File: config.mk
export PLATFORM = sky130hd
export DESIGN_NAME = bpa_cfg
export DESIGN_NICKNAME = d
export VERILOG_FILES = /design/src/rtl/bpa_pkg.sv /design/src/rtl/bpa_cfg.sv
export SDC_FILE = /design/constraint.sdc
export NUM_CORES = 1
export LEC_CHECK = 0
export BUFFER_PORTS_ARGS = -buffer_cell sky130_fd_sc_hd__clkbuf_2
export CORE_AREA = 2 2 48 50
export CTS_CLUSTER_DIAMETER = 150
export DETAILED_ROUTE_END_ITERATION = 16
export DIE_AREA = 0 0 50 52
export PLACE_DENSITY = 0.75
export SYNTH_ARGS = -nofsm -noshare
export SYNTH_HDL_FRONTEND = slang
export SYNTH_SLANG_ARGS = --single-unit
File: constraint.sdc
create_clock -name clk -period 0.8 [get_ports clk]
set_clock_uncertainty 0.05 [all_clocks]
set_input_delay 0.08 -clock clk [delete_from_list [all_inputs] [get_ports clk]]
set_output_delay 0.08 -clock clk [all_outputs]
set_load 0.02 [all_outputs]
File: src/rtl/bpa_pkg.sv
// ----------------------------------------------------------------------------
// Buddy page allocator package
// Status and action codes, register indexes and the configuration struct.
// ----------------------------------------------------------------------------
package bpa_pkg;

	// Default deepest pool order (pool of 2^MAX_ORDER pages)
	localparam int unsigned MAX_ORDER_DEF = 10;

	// Pool order after reset, before saturation
	localparam logic [3:0] POOL_ORDER_RESET = 4'd10;

	// Register index carried in paddr[2]
	localparam logic REG_POOL_ORDER = 1'b0;

	// Action codes
	localparam logic ACT_ALLOC = 1'b0;
	localparam logic ACT_FREE  = 1'b1;

	typedef enum logic [1:0] {
		ST_OK       = 2'd0,
		ST_LOW_FREE = 2'd1,
		ST_NO_FIT   = 2'd2,
		ST_BAD_FREE = 2'd3
	} status_t;

	// Configuration handed from the register block to the sequencer
	typedef struct packed {
		logic       rebuild;
		logic [3:0] new_order;
		logic [3:0] pool_order;
	} cfg_t;

	// Clamp a written order to the deepest supported pool
	function automatic logic [3:0] sat_order(input logic [3:0] v, input int unsigned mx);
		return (32'(v) > mx) ? 4'(mx) : v;
	endfunction

endpackage

File: src/rtl/bpa_cfg.sv
// ----------------------------------------------------------------------------
// Buddy allocator register block
// APB-style access to the pool order; a write requests a tree rebuild.
// ----------------------------------------------------------------------------
module bpa_cfg #(
	parameter int unsigned MAX_ORDER = bpa_pkg::MAX_ORDER_DEF
) (
	input  logic          clk,
	input  logic          arst_n,
	input  logic          psel,
	input  logic          penable,
	input  logic          pwrite,
	input  logic [2:0]    paddr,
	input  logic [31:0]   pwdata,
	output logic [31:0]   prdata,
	output bpa_pkg::cfg_t cfg
);

	logic       wr;
	logic [3:0] order_q;

	// Decode register write
	assign wr = psel && penable && pwrite && (paddr[2] == bpa_pkg::REG_POOL_ORDER);

	// Hold pool order
	always_ff @(posedge clk or negedge arst_n) begin
		if (!arst_n) begin
			order_q <= bpa_pkg::sat_order(bpa_pkg::POOL_ORDER_RESET, MAX_ORDER);
		end else if (wr) begin
			order_q <= bpa_pkg::sat_order(pwdata[3:0], MAX_ORDER);
		end
	end

	assign prdata = (paddr[2] == bpa_pkg::REG_POOL_ORDER) ? {28'd0, order_q} : 32'd0;

	assign cfg.rebuild    = wr;
	assign cfg.new_order  = bpa_pkg::sat_order(pwdata[3:0], MAX_ORDER);
	assign cfg.pool_order = order_q;

endmodule

# Yosys cells after proc, flatten, opt, wreduce, memory -nomap -nowiden
# Index checks and enable logic that the tools add are counted.
totals:
  register_bits: 4
  inputBits: 40
classes:
  reduce_logical: 3
  n_bitwise: 1
  n_lt_le_gt_ge: 1
  muxes: 2
ops:
  columns: ["cell", "count"]
  rows:
  - ["4-bit 2-to-1 mux", 2]
  - ["4-bit > comparator, second input constant", 1]
  - ["1-bit logical AND", 3]
  - ["1-bit NOT", 1]

# Logic depth before layout (Yosys ltp)
logic_depth:
  depth_word: 3
  mapped_depth: 3
  ltp_nobuf: 3

# Least setup slack after synthesis
# No wires, ideal clock.
synth_timing:
  kind: "flip-flop to output port"
  from: "reg order_q[1]"
  to: "out prdata[1]"
  t_required_ns: 0.670
  arrival_ns: 0.784
  path_buffers: 0
  stages_incl_launch_ff: 2
  slack_ns: -0.114
  path_cell_list: "dfstp_2 > and2b_2"
synth_via:
  elab_chain_cells: 1
synth_lines:
  columns: ["element", "line_no", "source"]
  rows:
  - ["from (decl)", "bpa_cfg.sv:20", "logic [3:0] order_q;"]
  - ["from (signal assigned)", "bpa_cfg.sv:28", "order_q <= bpa_pkg::sat_order(bpa_pkg::POOL_ORDER_RESET, MAX_ORDER);"]
  - ["from (signal assigned)", "bpa_cfg.sv:30", "order_q <= bpa_pkg::sat_order(pwdata[3:0], MAX_ORDER);"]
  - ["4-bit 2-to-1 mux", "bpa_cfg.sv:34", "assign prdata = (paddr[2] == bpa_pkg::REG_POOL_ORDER) ? {28'd0, order_q} : 32'd0;"]
  - ["to (decl)", "bpa_cfg.sv:15", "output logic [31:0] prdata,"]
# No other way between the ends.

# Final worst setup path
layout_timing:
  from: "reg order_q[3]"
  to: "out prdata[3]"
# Same word-level chain as after synthesis.

==> results.ini <==
[status]
status = finished, violations left
failed_checks = setup timing

[logic_synthesis]
ys_seq_area_share_pct = 22.0
yosys_warnings = 0
syn_area_um2 = 465
avgSynthCellArea_um2 = 9.50
yosysTopAreaCell = buf_4
ys_async_sr_fraction_pct = 100
netlist_instances = 49
synth.distinct_cells = 14
ys_seq_elements = 4
netlist_top_cells_count = buf_4 (29), and2b_2 (4), mux2_2 (3)
synth-edff-count = 0
synth_top_area_share_pct = 46.8
synth_most_common_cell = buf_4
synthTopCellsByArea = buf_4 (47%), dfstp_2 (11%), dfrtp_1 (11%)
synthFlopType = dfstp_2

[floorplanning]
core-area_um2 = 2110
start_util_pct = 22.1
rows = 17
die_area_um2 = 2600
boundaryPins = 81
die_height_um = 52
die_x_um = 50

[setup_path]
end_kind = output pin
crit_fanout = 3
crit_type = reg2out
crit_chain = and2b_2, buf_8
cpPeakStageDelay_ns = 0.53
slowest_stage = dfstp_2
required_ns = 0.67
cp-start-kind = flip-flop
cp.arrival_ns = 1.03

[clock_tree]
root_buffer = clkbuf_4
cts-buffers-inserted = 3
insertion_delay_ns = 0.23
cts_tree = built
cts_max_level = 1
clk_path_buf_depth = 2
path_clk_slew_ns = 0.04
cts_num_sinks = 4

[hold_path]
hold_class = in2async

[job]
max_cap_violations = 0

[timing]
min_period_ns = 1.16
rsz0062_at_grt = true
fmax_mhz = 861
setup_violations = 10
setup_tns_ns = -2.50
finalHoldViolCount = 0
layout_setup_ws_ns = -0.362
slew_violations = 0
fin_crit_sh_pct = 145

[finish]
seqCellArea_um2 = 105
drive_above_1_share_pct = 58.2
multi_input_area_um2 = 243
regMostFlops = order_q
nets = 121
nFillCells = 219
diodes = 0
largestRegisters = order_q x4
largest_reg_flops = 4
area_growth_pct = 41.7
fin_util_pct = 31.3

[route]
drt_iter0_drc = 1
first_pass_iters = 2
route.detailed.drc = 0
num_vias = 353
ant_nets = 0
wl_per_cell_um = 8.50
vias_per_cell = 3.30
routed_wl_um = 910

[placed_design]
gp_congestion = 0.644
port_buffers = 22
hpwl_um = 703

[power]
leakagePower_uw = 0.000385
p_per_area_nw_per_um2 = 1750
ir_worst_vdd_mv = 0.574

[global_route]
grt_pass1_vias = 301
grt_max_degree = 6
overflow = 0
antenna_found_initial = 0
grt_pass1_wl_mm = 1.32
groute.usage.overall_pct = 7.83

metrics by stage:
| stage | cell area (um2) | power (uW) | std cells | setup slack (ns) | hold WS (ns) |
|---|---|---|---|---|---|
| floorplan | 573 | 715 | 76 | -0.114 | -0.266 |
| global placement | 527 | 737 | 100 | -0.129 | -0.163 |
| CTS | 649 | 1130 | 107 | -0.377 | 0.136 |
| global route | 659 | 1210 | 107 | -0.384 | 0.166 |
| finish | 659 | 1160 | 107 | -0.362 | 0.142 |
| detailed placement | 527 | 744 | 100 | -0.138 | -0.163 |
path summary, 6_finish.rpt:
check                                             from  slack, ns  cells past startpoint                     end
worst max-delay path            order_q[3]$_DFFE_PN1P_      -0.36                      2               prdata[3]
worst min register to register  order_q[0]$_DFFE_PN0P_       0.57                      2  order_q[0]$_DFFE_PN0P_
min in group clk                             pwdata[1]       0.17                      3  order_q[1]$_DFFE_PN1P_
max in group asynchronous                       arst_n       0.36                      2  order_q[1]$_DFFE_PN1P_
worst max register to register  order_q[0]$_DFFE_PN0P_      -0.14                      2  order_q[0]$_DFFE_PN0P_
worst min-delay path                            arst_n       0.14                      2  order_q[2]$_DFFE_PN0P_
critical path, delay by kind of cell, from the launching register on:
kind | cells | cell delay (ns)
buf+inv | 1 | 0.11
flops | 1 | 0.53
simple gates | 1 | 0.16
cell usage in the layout (no fill, tap or decap), drive strengths merged:
master       netlist  final
conb               1     28
clkbuf             1     17
buf               29     15
and2b              5      5
mux2               4      4
dfrtp              2      2
dfstp              2      2
a21o               1      1
o21ai              1      1
and2               1      1
nand4b             1      1
inv                1      1
dlygate4sd3        0      1
cells by family (layout without fill, tap and decap cells):
kind of cell | Yosys count | in the layout | synth area share, %
AO/OA/AOI/OAI | 2 | 2 | 2.69
other | 1 | 28 | 0.806
AND/OR/NAND/NOR | 7 | 7 | 15.6
buffers and inverters | 31 | 34 | 48.4
flip-flops | 4 | 4 | 22.0
multiplexers | 4 | 4 | 10.5
where the power goes:
| group | internal [uW] | switching, uW |
|---|---|---|
| Combinational | 285 | 328 |
| Clock | 168 | 79.6 |
| Sequential | 267 | 29.9 |
routing by layer:
layer | GRT usage [%] | vias up | part of all wire (%)
li1 | - | 159 | -
met1 | 6.46 | 156 | 32
met2 | 12.9 | 34 | 51
met3 | 4.02 | 4 | 14
met4 | 8.33 | 0 | 3.7
met5 | 0 | - | 0
cell type report:
| cell class | count | share of cell area [%] |
|---|---|---|
| clock buffers | 3 | 3.42 |
| repair buffers | 30 | 38.0 |
| well taps | 28 | 5.31 |
| flip-flops and latches | 4 | 15.9 |
| inverters | 1 | 0.569 |
| multi-input cells | 41 | 36.8 |
timing repair:
item | 4_1_cts | 5_1_grt
endpoints found under the hold margin | 4 | 0
endpoints found under the setup margin | 11 | 12
pin swaps | 0 | 1
hold buffers | 1 | 0
buffers inserted | 3 | 0
gates resized for setup | 16 | 9
No activity file was read; power rests on OpenSTA's default activity.
