## src/rtl/bpa_pkg.sv

```systemverilog
// ----------------------------------------------------------------------------
// Buddy page allocator package
// Status and action codes, register indexes and the configuration struct.
// ----------------------------------------------------------------------------
package bpa_pkg;

	// Default deepest pool order (pool of 2^MAX_ORDER pages)
	localparam int unsigned MAX_ORDER_DEF = 10;

	// Pool order after reset, before saturation
	localparam logic [3:0] POOL_ORDER_RESET = 4'd10;

	// Register index carried in paddr[2]
	localparam logic REG_POOL_ORDER = 1'b0;

	// Action codes
	localparam logic ACT_ALLOC = 1'b0;
	localparam logic ACT_FREE  = 1'b1;

	typedef enum logic [1:0] {
		ST_OK       = 2'd0,
		ST_LOW_FREE = 2'd1,
		ST_NO_FIT   = 2'd2,
		ST_BAD_FREE = 2'd3
	} status_t;

	// Configuration handed from the register block to the sequencer
	typedef struct packed {
		logic       rebuild;
		logic [3:0] new_order;
		logic [3:0] pool_order;
	} cfg_t;

	// Clamp a written order to the deepest supported pool
	function automatic logic [3:0] sat_order(input logic [3:0] v, input int unsigned mx);
		return (32'(v) > mx) ? 4'(mx) : v;
	endfunction

endpackage

```

## src/rtl/bpa_ctrl.sv

```systemverilog
// ----------------------------------------------------------------------------
// Buddy allocator sequencer
// Rebuild sweep, tree walks for allocate and free, and the result register.
// ----------------------------------------------------------------------------
module bpa_ctrl #(
	parameter int unsigned MAX_ORDER = bpa_pkg::MAX_ORDER_DEF,
	localparam int unsigned IW = MAX_ORDER + 1,
	localparam int unsigned VW = MAX_ORDER + 1
) (
	input  logic                 clk,
	input  logic                 arst_n,
	input  bpa_pkg::cfg_t        cfg,
	input  logic                 in_valid,
	output logic                 in_stall,
	input  logic                 action,
	input  logic [10:0]          request_pages,
	input  logic [9:0]           page_offset,
	output logic                 out_valid,
	input  logic                 out_stall,
	output logic [1:0]           status,
	output logic [9:0]           block_offset,
	output logic [10:0]          block_pages,
	output logic [10:0]          avail_pages,
	output logic                 mem_we,
	output logic [IW-1:0]        mem_waddr,
	output logic [VW-1:0]        mem_wdata,
	output logic [IW-1:0]        mem_raddr_a,
	output logic [IW-1:0]        mem_raddr_b,
	input  logic [VW-1:0]        mem_rdata_a,
	input  logic [VW-1:0]        mem_rdata_b
);

	// Common width for compares against requests and offsets
	localparam int unsigned RW = (VW > 12) ? VW : 12;
	localparam logic [3:0] RST_ORDER = bpa_pkg::sat_order(bpa_pkg::POOL_ORDER_RESET, MAX_ORDER);

	typedef enum logic [12:0] {
		S_IDLE   = 13'b0000000000001,
		S_INIT   = 13'b0000000000010,
		S_START  = 13'b0000000000100,
		S_ROUND  = 13'b0000000001000,
		S_ROOT   = 13'b0000000010000,
		S_DN_RD  = 13'b0000000100000,
		S_DN_CHK = 13'b0000001000000,
		S_MARK   = 13'b0000010000000,
		S_FC_RD  = 13'b0000100000000,
		S_FC_CHK = 13'b0001000000000,
		S_UP_RD  = 13'b0010000000000,
		S_UP_WR  = 13'b0100000000000,
		S_DONE   = 13'b1000000000000
	} state_t;

	state_t           state_q;
	logic [IW-1:0]    sweep_q;
	logic [VW-1:0]    sweep_val_q;
	logic [VW-1:0]    free_q;
	logic             out_valid_q;

	logic             act_q;
	logic [10:0]      req_q;
	logic [9:0]       poff_q;
	logic [IW-1:0]    idx_q;
	logic [VW-1:0]    ns_q;
	logic [IW-1:0]    off_q;
	logic [RW-1:0]    rounded_q;
	bpa_pkg::status_t res_status_q;
	logic [IW-1:0]    res_off_q;
	logic [RW-1:0]    res_pages_q;
	bpa_pkg::status_t out_status_q;
	logic [9:0]       out_off_q;
	logic [10:0]      out_pages_q;
	logic [10:0]      out_free_q;

	logic [VW-1:0]    size;
	logic [VW-1:0]    new_size;
	logic [IW:0]      sweep_next2;
	logic             sweep_pow2;
	logic             sweep_last;
	logic [10:0]      want;
	logic [IW-1:0]    left;
	logic [IW-1:0]    parent;
	logic [IW-1:0]    up_left;
	logic [VW:0]      pair_sum;
	logic [VW-1:0]    pair_max;
	logic [VW-1:0]    merged;
	logic             out_load;

	assign size     = VW'(1) << cfg.pool_order;
	assign new_size = VW'(1) << cfg.new_order;

	// Sweep bookkeeping: next node number is sweep + 2 in one-based terms
	assign sweep_next2 = {1'b0, sweep_q} + (IW+1)'(2);
	assign sweep_pow2  = (sweep_next2 & (sweep_next2 - (IW+1)'(1))) == '0;
	assign sweep_last  = {1'b0, sweep_q} == ({size, 1'b0} - (IW+1)'(2));

	assign want     = (req_q == 11'd0) ? 11'd1 : req_q;
	assign left     = {idx_q[IW-2:0], 1'b1};
	assign parent   = (idx_q - IW'(1)) >> 1;
	assign up_left  = {parent[IW-2:0], 1'b1};
	assign pair_sum = {1'b0, mem_rdata_a} + {1'b0, mem_rdata_b};
	assign pair_max = (mem_rdata_a >= mem_rdata_b) ? mem_rdata_a : mem_rdata_b;
	assign merged   = ((act_q == bpa_pkg::ACT_FREE) && (pair_sum == {1'b0, ns_q})) ?
		ns_q : pair_max;

	assign out_load = (state_q == S_DONE) && (!out_valid_q || !out_stall);

	// Drive memory ports per state
	always_comb begin
		mem_we      = 1'b0;
		mem_waddr   = idx_q;
		mem_wdata   = '0;
		mem_raddr_a = '0;
		mem_raddr_b = '0;
		case (state_q)
			S_INIT: begin
				mem_we    = 1'b1;
				mem_waddr = sweep_q;
				mem_wdata = sweep_val_q;
			end
			S_DN_RD: begin
				mem_raddr_a = left;
			end
			S_MARK: begin
				mem_we = 1'b1;
			end
			S_FC_RD: begin
				mem_raddr_a = idx_q;
			end
			S_FC_CHK: begin
				mem_we    = (mem_rdata_a == '0);
				mem_wdata = ns_q;
			end
			S_UP_RD: begin
				mem_raddr_a = up_left;
				mem_raddr_b = up_left + IW'(1);
			end
			S_UP_WR: begin
				mem_we    = 1'b1;
				mem_wdata = merged;
			end
			default: begin
			end
		endcase
	end

	// Advance sequencer, sweep and free count
	always_ff @(posedge clk or negedge arst_n) begin
		if (!arst_n) begin
			state_q     <= S_INIT;
			sweep_q     <= '0;
			sweep_val_q <= VW'(1) << RST_ORDER;
			free_q      <= VW'(1) << RST_ORDER;
			out_valid_q <= 1'b0;
		end else begin
			if (out_load) begin
				out_valid_q <= 1'b1;
			end else if (!out_stall) begin
				out_valid_q <= 1'b0;
			end
			if (cfg.rebuild) begin
				state_q     <= S_INIT;
				sweep_q     <= '0;
				sweep_val_q <= new_size;
				free_q      <= new_size;
			end else begin
				case (state_q)
					S_IDLE: begin
						if (in_valid) begin
							state_q <= S_START;
						end
					end
					S_INIT: begin
						sweep_q <= sweep_q + IW'(1);
						if (sweep_pow2) begin
							sweep_val_q <= sweep_val_q >> 1;
						end
						if (sweep_last) begin
							state_q <= S_IDLE;
						end
					end
					S_START: begin
						if (act_q == bpa_pkg::ACT_ALLOC) begin
							state_q <= (RW'(want) > RW'(free_q)) ? S_DONE : S_ROUND;
						end else begin
							state_q <= (RW'(poff_q) >= RW'(size)) ? S_DONE : S_FC_RD;
						end
					end
					S_ROUND: begin
						if (rounded_q >= RW'(want)) begin
							state_q <= S_ROOT;
						end
					end
					S_ROOT: begin
						state_q <= (RW'(mem_rdata_a) < rounded_q) ? S_DONE : S_DN_RD;
					end
					S_DN_RD: begin
						state_q <= (RW'(ns_q) == rounded_q) ? S_MARK : S_DN_CHK;
					end
					S_DN_CHK: begin
						state_q <= S_DN_RD;
					end
					S_MARK: begin
						free_q  <= free_q - VW'(rounded_q);
						state_q <= (idx_q == '0) ? S_DONE : S_UP_RD;
					end
					S_FC_RD: begin
						state_q <= S_FC_CHK;
					end
					S_FC_CHK: begin
						if (mem_rdata_a != '0) begin
							state_q <= (idx_q == '0) ? S_DONE : S_FC_RD;
						end else begin
							free_q  <= free_q + ns_q;
							state_q <= (idx_q == '0) ? S_DONE : S_UP_RD;
						end
					end
					S_UP_RD: begin
						state_q <= S_UP_WR;
					end
					S_UP_WR: begin
						state_q <= (idx_q == '0) ? S_DONE : S_UP_RD;
					end
					S_DONE: begin
						if (out_load) begin
							state_q <= S_IDLE;
						end
					end
					default: begin
						state_q <= S_IDLE;
					end
				endcase
			end
		end
	end

	// Track walk position, block size, offset and result
	always_ff @(posedge clk) begin
		case (state_q)
			S_IDLE: begin
				act_q  <= action;
				req_q  <= request_pages;
				poff_q <= page_offset;
			end
			S_START: begin
				rounded_q    <= RW'(1);
				res_off_q    <= '0;
				res_pages_q  <= '0;
				ns_q         <= VW'(1);
				idx_q        <= IW'(RW'(poff_q) + RW'(size) - RW'(1));
				if (act_q == bpa_pkg::ACT_ALLOC) begin
					res_status_q <= bpa_pkg::ST_LOW_FREE;
				end else begin
					res_status_q <= bpa_pkg::ST_BAD_FREE;
				end
			end
			S_ROUND: begin
				if (rounded_q < RW'(want)) begin
					rounded_q <= rounded_q << 1;
				end
			end
			S_ROOT: begin
				res_status_q <= bpa_pkg::ST_NO_FIT;
				ns_q         <= size;
				idx_q        <= '0;
				off_q        <= '0;
			end
			S_DN_CHK: begin
				ns_q <= ns_q >> 1;
				if (RW'(mem_rdata_a) >= rounded_q) begin
					idx_q <= left;
				end else begin
					idx_q <= left + IW'(1);
					off_q <= off_q + IW'(ns_q >> 1);
				end
			end
			S_MARK: begin
				res_status_q <= bpa_pkg::ST_OK;
				res_off_q    <= off_q;
				res_pages_q  <= rounded_q;
			end
			S_FC_CHK: begin
				if (mem_rdata_a != '0) begin
					ns_q  <= ns_q << 1;
					idx_q <= parent;
				end else begin
					res_status_q <= bpa_pkg::ST_OK;
					res_pages_q  <= RW'(ns_q);
				end
			end
			S_UP_RD: begin
				idx_q <= parent;
				if (act_q == bpa_pkg::ACT_FREE) begin
					ns_q <= ns_q << 1;
				end
			end
			default: begin
			end
		endcase
		// Capture the result together with the free count it leaves behind
		if (out_load) begin
			out_status_q <= res_status_q;
			out_off_q    <= RW'(res_off_q) >> 0 == '0 ? 10'd0 : 10'(RW'(res_off_q));
			out_pages_q  <= 11'(res_pages_q);
			out_free_q   <= 11'(free_q);
		end
	end

	assign in_stall     = (state_q != S_IDLE);
	assign out_valid    = out_valid_q;
	assign status       = out_status_q;
	assign block_offset = out_off_q;
	assign block_pages  = out_pages_q;
	assign avail_pages  = out_free_q;

endmodule

```

## config.mk

```make
export PLATFORM = sky130hd
export DESIGN_NAME = bpa_ctrl
export DESIGN_NICKNAME = d
export VERILOG_FILES = /design/src/rtl/bpa_pkg.sv /design/src/rtl/bpa_ctrl.sv
export SDC_FILE = /design/constraint.sdc
export NUM_CORES = 1
export LEC_CHECK = 0
export BUFFER_PORTS_ARGS = -buffer_cell sky130_fd_sc_hd__buf_2
export CAP_MARGIN = 0
export CORE_MARGIN = 1.5
export CORE_UTILIZATION = 50
export DETAILED_ROUTE_END_ITERATION = 16
export GPL_ROUTABILITY_DRIVEN = 0
export PLACE_DENSITY = 0.7
export SYNTH_ARGS = -nofsm -noshare
export SYNTH_HDL_FRONTEND = slang
export SYNTH_SLANG_ARGS = --single-unit
```

## constraint.sdc

```tcl
create_clock -name clk -period 6.7 [get_ports clk]
set_input_delay 0 -clock clk [delete_from_list [all_inputs] [get_ports clk]]
set_output_delay 0 -clock clk [all_outputs]
set_load 0.05 [all_outputs]
```

======== After elaboration in Yosys (flattened, before gate mapping) ========
Index checks and enable logic that the tools add are counted.
operators by class
  bitwise gates (word level) .............. 1
  reduce and logical (&&, ||, !) cells .... 31
  shifts and indexed selects .............. 2
  order comparisons ....................... 7
  equality and inequality tests ........... 28
  multiplexer cells ....................... 48
  $add $sub $neg .......................... 13
operators by type and width
  operator                                                              count
  11-bit 2-to-1 mux                                                     18
  13-bit 2-to-1 mux                                                     12
  13-bit one-hot mux with 12 select lines                               1
  11-bit one-hot mux with 5 select lines                                2
  11-bit one-hot mux with 3 select lines                                3
  11-bit one-hot mux with 2 select lines                                3
  11-bit by 1-bit adder with 11-bit output, second input constant       3
  11-bit zero test                                                      3
  11-bit by 12-bit == test with 1-bit output                            2
  12-bit zero test                                                      2
  12-bit one-hot mux with 2 select lines                                1
  1-bit by 4-bit << shifter with 11-bit output, first input constant    2
  11-bit by 1-bit subtractor with 11-bit output, second input constant  2
  3-bit inequality test, second input constant                          5
  2-bit AND reduction                                                   7
  13-bit by 1-bit == test with 1-bit output, second input constant      1
  13-bit by 10-bit == test with 1-bit output, second input constant     1
  13-bit by 11-bit == test with 1-bit output, second input constant     1
  13-bit by 12-bit == test with 1-bit output, second input constant     1
  13-bit == test, second input constant                                 1
  13-bit by 2-bit == test with 1-bit output, second input constant      1
  13-bit by 3-bit == test with 1-bit output, second input constant      1
  13-bit by 4-bit == test with 1-bit output, second input constant      1
  13-bit by 5-bit == test with 1-bit output, second input constant      1
  other kinds (42)                                                      55
storage, ports and cells
  logic and storage cells ................. 149
  output and inout bits ................... 81
  register bits ........................... 172
  input port bits ......................... 57

======== Logic depth before layout (Yosys ltp) ========
  depth in word-level cells ............... 7
  gate-level depth with buffers ........... 16
  depth with buffers taken out ............ 15

======== Least setup slack after synthesis ========
OpenSTA, ideal clock, no wires.
  path type ............................... register to register
  start point ............................. reg state_q[4]
  end point ............................... reg free_q[10]
  library setup time ...................... 89 ps
  required time ........................... 6,611 ps
  buffers on the path ..................... 2
  setup slack ............................. 2,807 ps
  arrival ................................. 3,804 ps
  clock period less this slack ............ 3,893 ps
  cell stages (with the launch flop) ...... 17
  path through ............................ dfrtp_1 nor4_1 and3_1 and4b_1 clkbuf_1 clkbuf_1 o21ai_0 ha_1 fa_1 a21o_1 a211oi_1 nor2_1 o41ai_1 o21ai_0 xor2_1 mux2i_1 a211oi_1
between the ends
  longest elaborated chain between the ends .. 3
  elaborated cells on any way between the ends .. 7
  those cells by class .................... 3 x eq/ne; 2 x mux; 2 x reduce/logical
ends and longest elaborated chain
  item                                                                                                            line             text
  from (decl)                                                                                                     bpa_ctrl.sv:53   state_t state_q;
  from (signal assigned)                                                                                          bpa_ctrl.sv:183  state_q <= (RW'(want) > RW'(free_q)) ? S_DONE : S_ROUND;
  from (signal assigned)                                                                                          bpa_ctrl.sv:185  state_q <= (RW'(poff_q) >= RW'(size)) ? S_DONE : S_FC_RD;
  from (signal assigned)                                                                                          bpa_ctrl.sv:194  state_q <= (RW'(mem_rdata_a) < rounded_q) ? S_DONE : S_DN_RD;
  13-bit by 10-bit == test with 1-bit output / 13-bit by 8-bit == test with 1-bit output (equally long branches)  bpa_ctrl.sv:166  case (state_q)
  11-bit one-hot mux with 2 select lines, or another cell as far along                                            bpa_ctrl.sv:166
  11-bit 2-to-1 mux / 2-bit AND reduction (equally long branches)                                                 --
  to (signal assigned)                                                                                            bpa_ctrl.sv:152  free_q <= VW'(1) << RST_ORDER;
  to (signal assigned)                                                                                            bpa_ctrl.sv:164  free_q <= new_size;
  to (signal assigned)                                                                                            bpa_ctrl.sv:203  free_q <= free_q - VW'(rounded_q);
  to (decl)                                                                                                       bpa_ctrl.sv:56   logic [VW-1:0] free_q;
Several ways; a longest one is shown, not always the timed one.
A chain may end at the register's enable or synchronous reset.

======== Worst setup path in the final report ========
Same ends and word-level chain as after synthesis.

==> out/qor.json <==
{
  "status": {"value": "finished clean"},
  "min_path_cells": {"value": 3},
  "clk_pin_slew": {"value": 0.07, "unit": "ns"},
  "drc": {"value": 0},
  "final.min_clock_period": {"value": 4.48, "unit": "ns"},
  "cp-start-kind": {"value": "flop"},
  "layout.cells.most_common": {"value": "buf_2"},
  "grt_pass1_wl": {"value": 56200, "unit": "um"},
  "h_tree_levels": {"value": 4},
  "cts_max_path_buffers": {"value": 2},
  "cap_violations": {"value": 0},
  "fin_crit_sh": {"value": 66.9, "unit": "%"},
  "power_frac_seq": {"value": 41.8, "unit": "%"},
  "worst_r2r_path_depth": {"value": 14},
  "internal-power": {"value": 1.92, "unit": "mW"},
  "drt_first_iter_violations": {"value": 1234},
  "slew_violations": {"value": 0},
  "final_cell_area": {"value": 14300, "unit": "um2"},
  "final.setup_skew": {"value": 0.0132, "unit": "ns"},
  "dieArea": {"value": 26200, "unit": "um2"},
  "globalRouteOverflowTotal": {"value": 0},
  "synth_edf_count": {"value": 123},
  "synth_seq_cells": {"value": 170},
  "detailroute.via_count": {"value": 10927},
  "area_of_the_multi_input_gates": {"value": 6950, "unit": "um2"},
  "synth_area_per_cell": {"value": 9.13, "unit": "um2"},
  "power_switching_share": {"value": 34.0, "unit": "%"},
  "routedWlPerCell": {"value": 19.8, "unit": "um"},
  "synth_top_flop_cell": {"value": "edfxtp_1"},
  "maxClockFrequency": {"value": 223, "unit": "MHz"},
  "cts_tree": {"value": "built"},
  "clock_insertion_delay_worst_skew": {"value": 0.44, "unit": "ns"},
  "area_growth_syn_to_layout": {"value": 13.3, "unit": "%"},
  "irDropWorstVdd": {"value": 179, "unit": "uV"},
  "grt_start_max_net_pins": {"value": 48},
  "finalNonFillerCells": {"value": 1824},
  "ant_nets": {"value": 0},
  "global_route_total_usage_across_every_layer": {"value": 27.9, "unit": "%"},
  "path_max_fanout": {"value": 16},
  "fillCellCount": {"value": 2181},
  "die-width": {"value": 162, "unit": "um"},
  "std_cell_rows": {"value": 57},
  "vias_per_cell": {"value": 5.99},
  "most-common-layout-cells": {"value": "buf_2, nor2_1, edfxtp_1, inv_1, ha_1"},
  "pre_cts_slack": {"value": 2.40, "unit": "ns"},
  "cts_root_buf": {"value": "clkbuf_16"},
  "post_place_cells": {"value": 1763},
  "clock-sinks": {"value": 170},
  "final_util": {"value": 58.3, "unit": "%"},
  "critical_path_required": {"value": 7.05, "unit": "ns"},
  "floorplan_core_area": {"value": 24500, "unit": "um2"},
  "timing.critical_path.to_type": {"value": "flop"},
  "final_hold_viol_count": {"value": 0},
  "first_global_vias": {"value": 10131},
  "postPlaceCellArea": {"value": 13400, "unit": "um2"},
  "grt_antenna_before_repair": {"value": 1},
  "cts_bufs_inserted": {"value": 17},
  "setup-tns-final": {"value": 0, "unit": "ns"},
  "hpwlAfterDp": {"value": 27000, "unit": "um"},
  "hold_slack": {"value": 0.0364, "unit": "ns"},
  "p_clk_share": {"value": 34.3, "unit": "%"},
  "syn-instance-count": {"value": 1382},
  "hold_class": {"value": "input port to flop"},
  "design.final.nets": {"value": 1663},
  "syn_nets": {"value": 1558},
  "netlist_area": {"value": 12600, "unit": "um2"},
  "powerDensity": {"value": 203, "unit": "nW/um2"},
  "synth_sequential_area_ratio": {"value": 38.6, "unit": "%"},
  "report.final.setup_viol": {"value": 0},
  "chipHeight": {"value": 162, "unit": "um"},
  "grt_setup_unrepaired": {"value": "false"},
  "timing.final.ws_setup": {"value": 2.22, "unit": "ns"},
  "postRouteWirelength": {"value": 36100, "unit": "um"},
  "transition_time_at_the_pin_with_the_least_slew_margin": {"value": 1.25, "unit": "ns"},
  "synth-warning-count": {"value": 0},
  "worst_slew_margin_rel": {"value": 16.0, "unit": "%"},
  "ios": {"value": 138},
  "cellLeakagePower": {"value": 6.36, "unit": "nW"},
  "drt_pre_antenna_iters": {"value": 12},
  "initial_core_util": {"value": 51.4, "unit": "%"},
  "ratio_of_cells_with_drive_above_1_in_the_final_layout": {"value": 13.4, "unit": "%"},
  "asyncSetResetFlopFracSynth": {"value": 27.6, "unit": "%"},
  "fin_total_pwr": {"value": 2.91, "unit": "mW"},
  "power.switching": {"value": 0.987, "unit": "mW"},
  "logic_pwr_share": {"value": 23.9, "unit": "%"},
  "crit_arrival": {"value": 4.83, "unit": "ns"},
  "ys_types": {"value": 82},
  "worst-setup-path-type": {"value": "flop to flop"},
  "seqCellArea": {"value": 4870, "unit": "um2"},
  "ant_diodes": {"value": 0},
  "port_buffers": {"value": 136}
}
-- cell families (layout without fill, tap and decap cells) --
family	Yosys count	count (layout)	synth area share, %
simple gates	490	490	19.7
other cells	1	1	0.0297
flops	170	170	38.6
buf+inv	207	325	6.48
fa+ha+maj	119	119	12.0
xor+xnor	96	96	6.66
mux	25	25	2.07
compound gates	274	274	14.4
-- final timing paths --
| kind | end | start | slack (ns) |
|---|---|---|---|
| setup / recovery | free_q[10] | state_q[4] | 2.22 |
| hold / removal | free_q[9] | cfg[4] | 0.04 |
| setup reg to reg | free_q[10] | state_q[4] | 2.22 |
| hold reg to reg | block_offset[8] | res_off_q[8] | 0.41 |
| max in group asynchronous | free_q[0] | arst_n | 6.07 |
| min in group asynchronous | sweep_q[8] | arst_n | 0.19 |
-- synth_stat cells, types with 8 or more instances --
master,count,area share (%)
and3_1,15,0.74
nand4_1,18,0.89
xnor2_1,51,3.5
nor2_1,127,3.8
buf_2,12,0.48
a21o_1,12,0.71
nand2b_1,13,0.64
nand3_1,31,1.2
xor2_1,45,3.1
nor2b_1,25,1.2
a211oi_1,16,0.95
and2_1,20,0.99
o21ai_1,18,0.71
a21oi_1,51,2.0
clkbuf_1,67,2.0
a22oi_1,8,0.48
dfrtp_1,44,8.7
nor3_1,46,1.8
or3_1,12,0.59
o21a_1,13,0.77
o22a_1,8,0.56
edfxtp_1,123,29
mux2i_1,16,1.3
o221ai_1,17,1.2
ha_1,115,11
nand3b_1,9,0.54
o21ai_0,63,2.5
nor4_1,18,0.89
nand2_1,114,3.4
mux2_2,8,0.71
inv_1,120,3.6
-- repair_timing --
item                                    4_1_cts  5_1_grt
endpoints found under the hold margin        73        0
resized for setup                             0        0
endpoints found under the setup margin        0        0
hold buffers                                 29        0
buffers inserted                              0        0
-- registers in the layout, indices dropped and copies added (netlist names), 11 cells and up --
| signal | flops |
|---|---|
| block_pages | 11 |
| rounded_q | 12 |
| state_q | 13 |
| sweep_q | 11 |
| idx_q | 11 |
| sweep_val_q | 11 |
| res_pages_q | 11 |
| req_q | 11 |
| avail_pages | 11 |
| free_q | 11 |
| ns_q | 11 |
-- worst max-delay path, cell delays in order, from the launching register on --
cell      delay, ns
dfrtp_1        0.43
nor4_1         0.52
and3_1         0.32
and4b_1        0.57
o21ai_0        0.19
ha_1           0.24
fa_1           0.41
a21o_1         0.19
a211oi_1       0.27
nor2_1         0.11
o41ai_1        0.44
o21ai_0        0.20
xor2_1         0.18
mux2i_1        0.13
a211oi_1       0.22
-- power by group through the flow --
stage	logic (mW)	registers, mW	clock network, mW
2_1_floorplan	0.505	1.21	0
3_3_place_gp	0.658	1.24	0
3_5_place_dp	0.668	1.24	0
4_1_cts	0.685	1.21	1.01
5_1_grt	0.748	1.22	1.05
6_report	0.694	1.22	0.999
-- layout make-up --
cell class | instances | share of cell area, %
inverters | 120 | 3.15
clock inverters | 15 | 1.10
repair buffers | 173 | 7.21
well taps | 324 | 2.84
multi-input cells | 1005 | 48.6
flip-flops and latches | 170 | 34.1
clock buffers | 17 | 2.98
-- per-layer routing --
metal  GRT usage [%]  up-vias  wire [um]
met3            5.03       80       3650
met2            41.9      573      15600
met5               0        -         13
li1                -     5132          -
met1            40.3     5140      15700
met4            9.67        2       1120
Power figures use the tool's default switching activity.
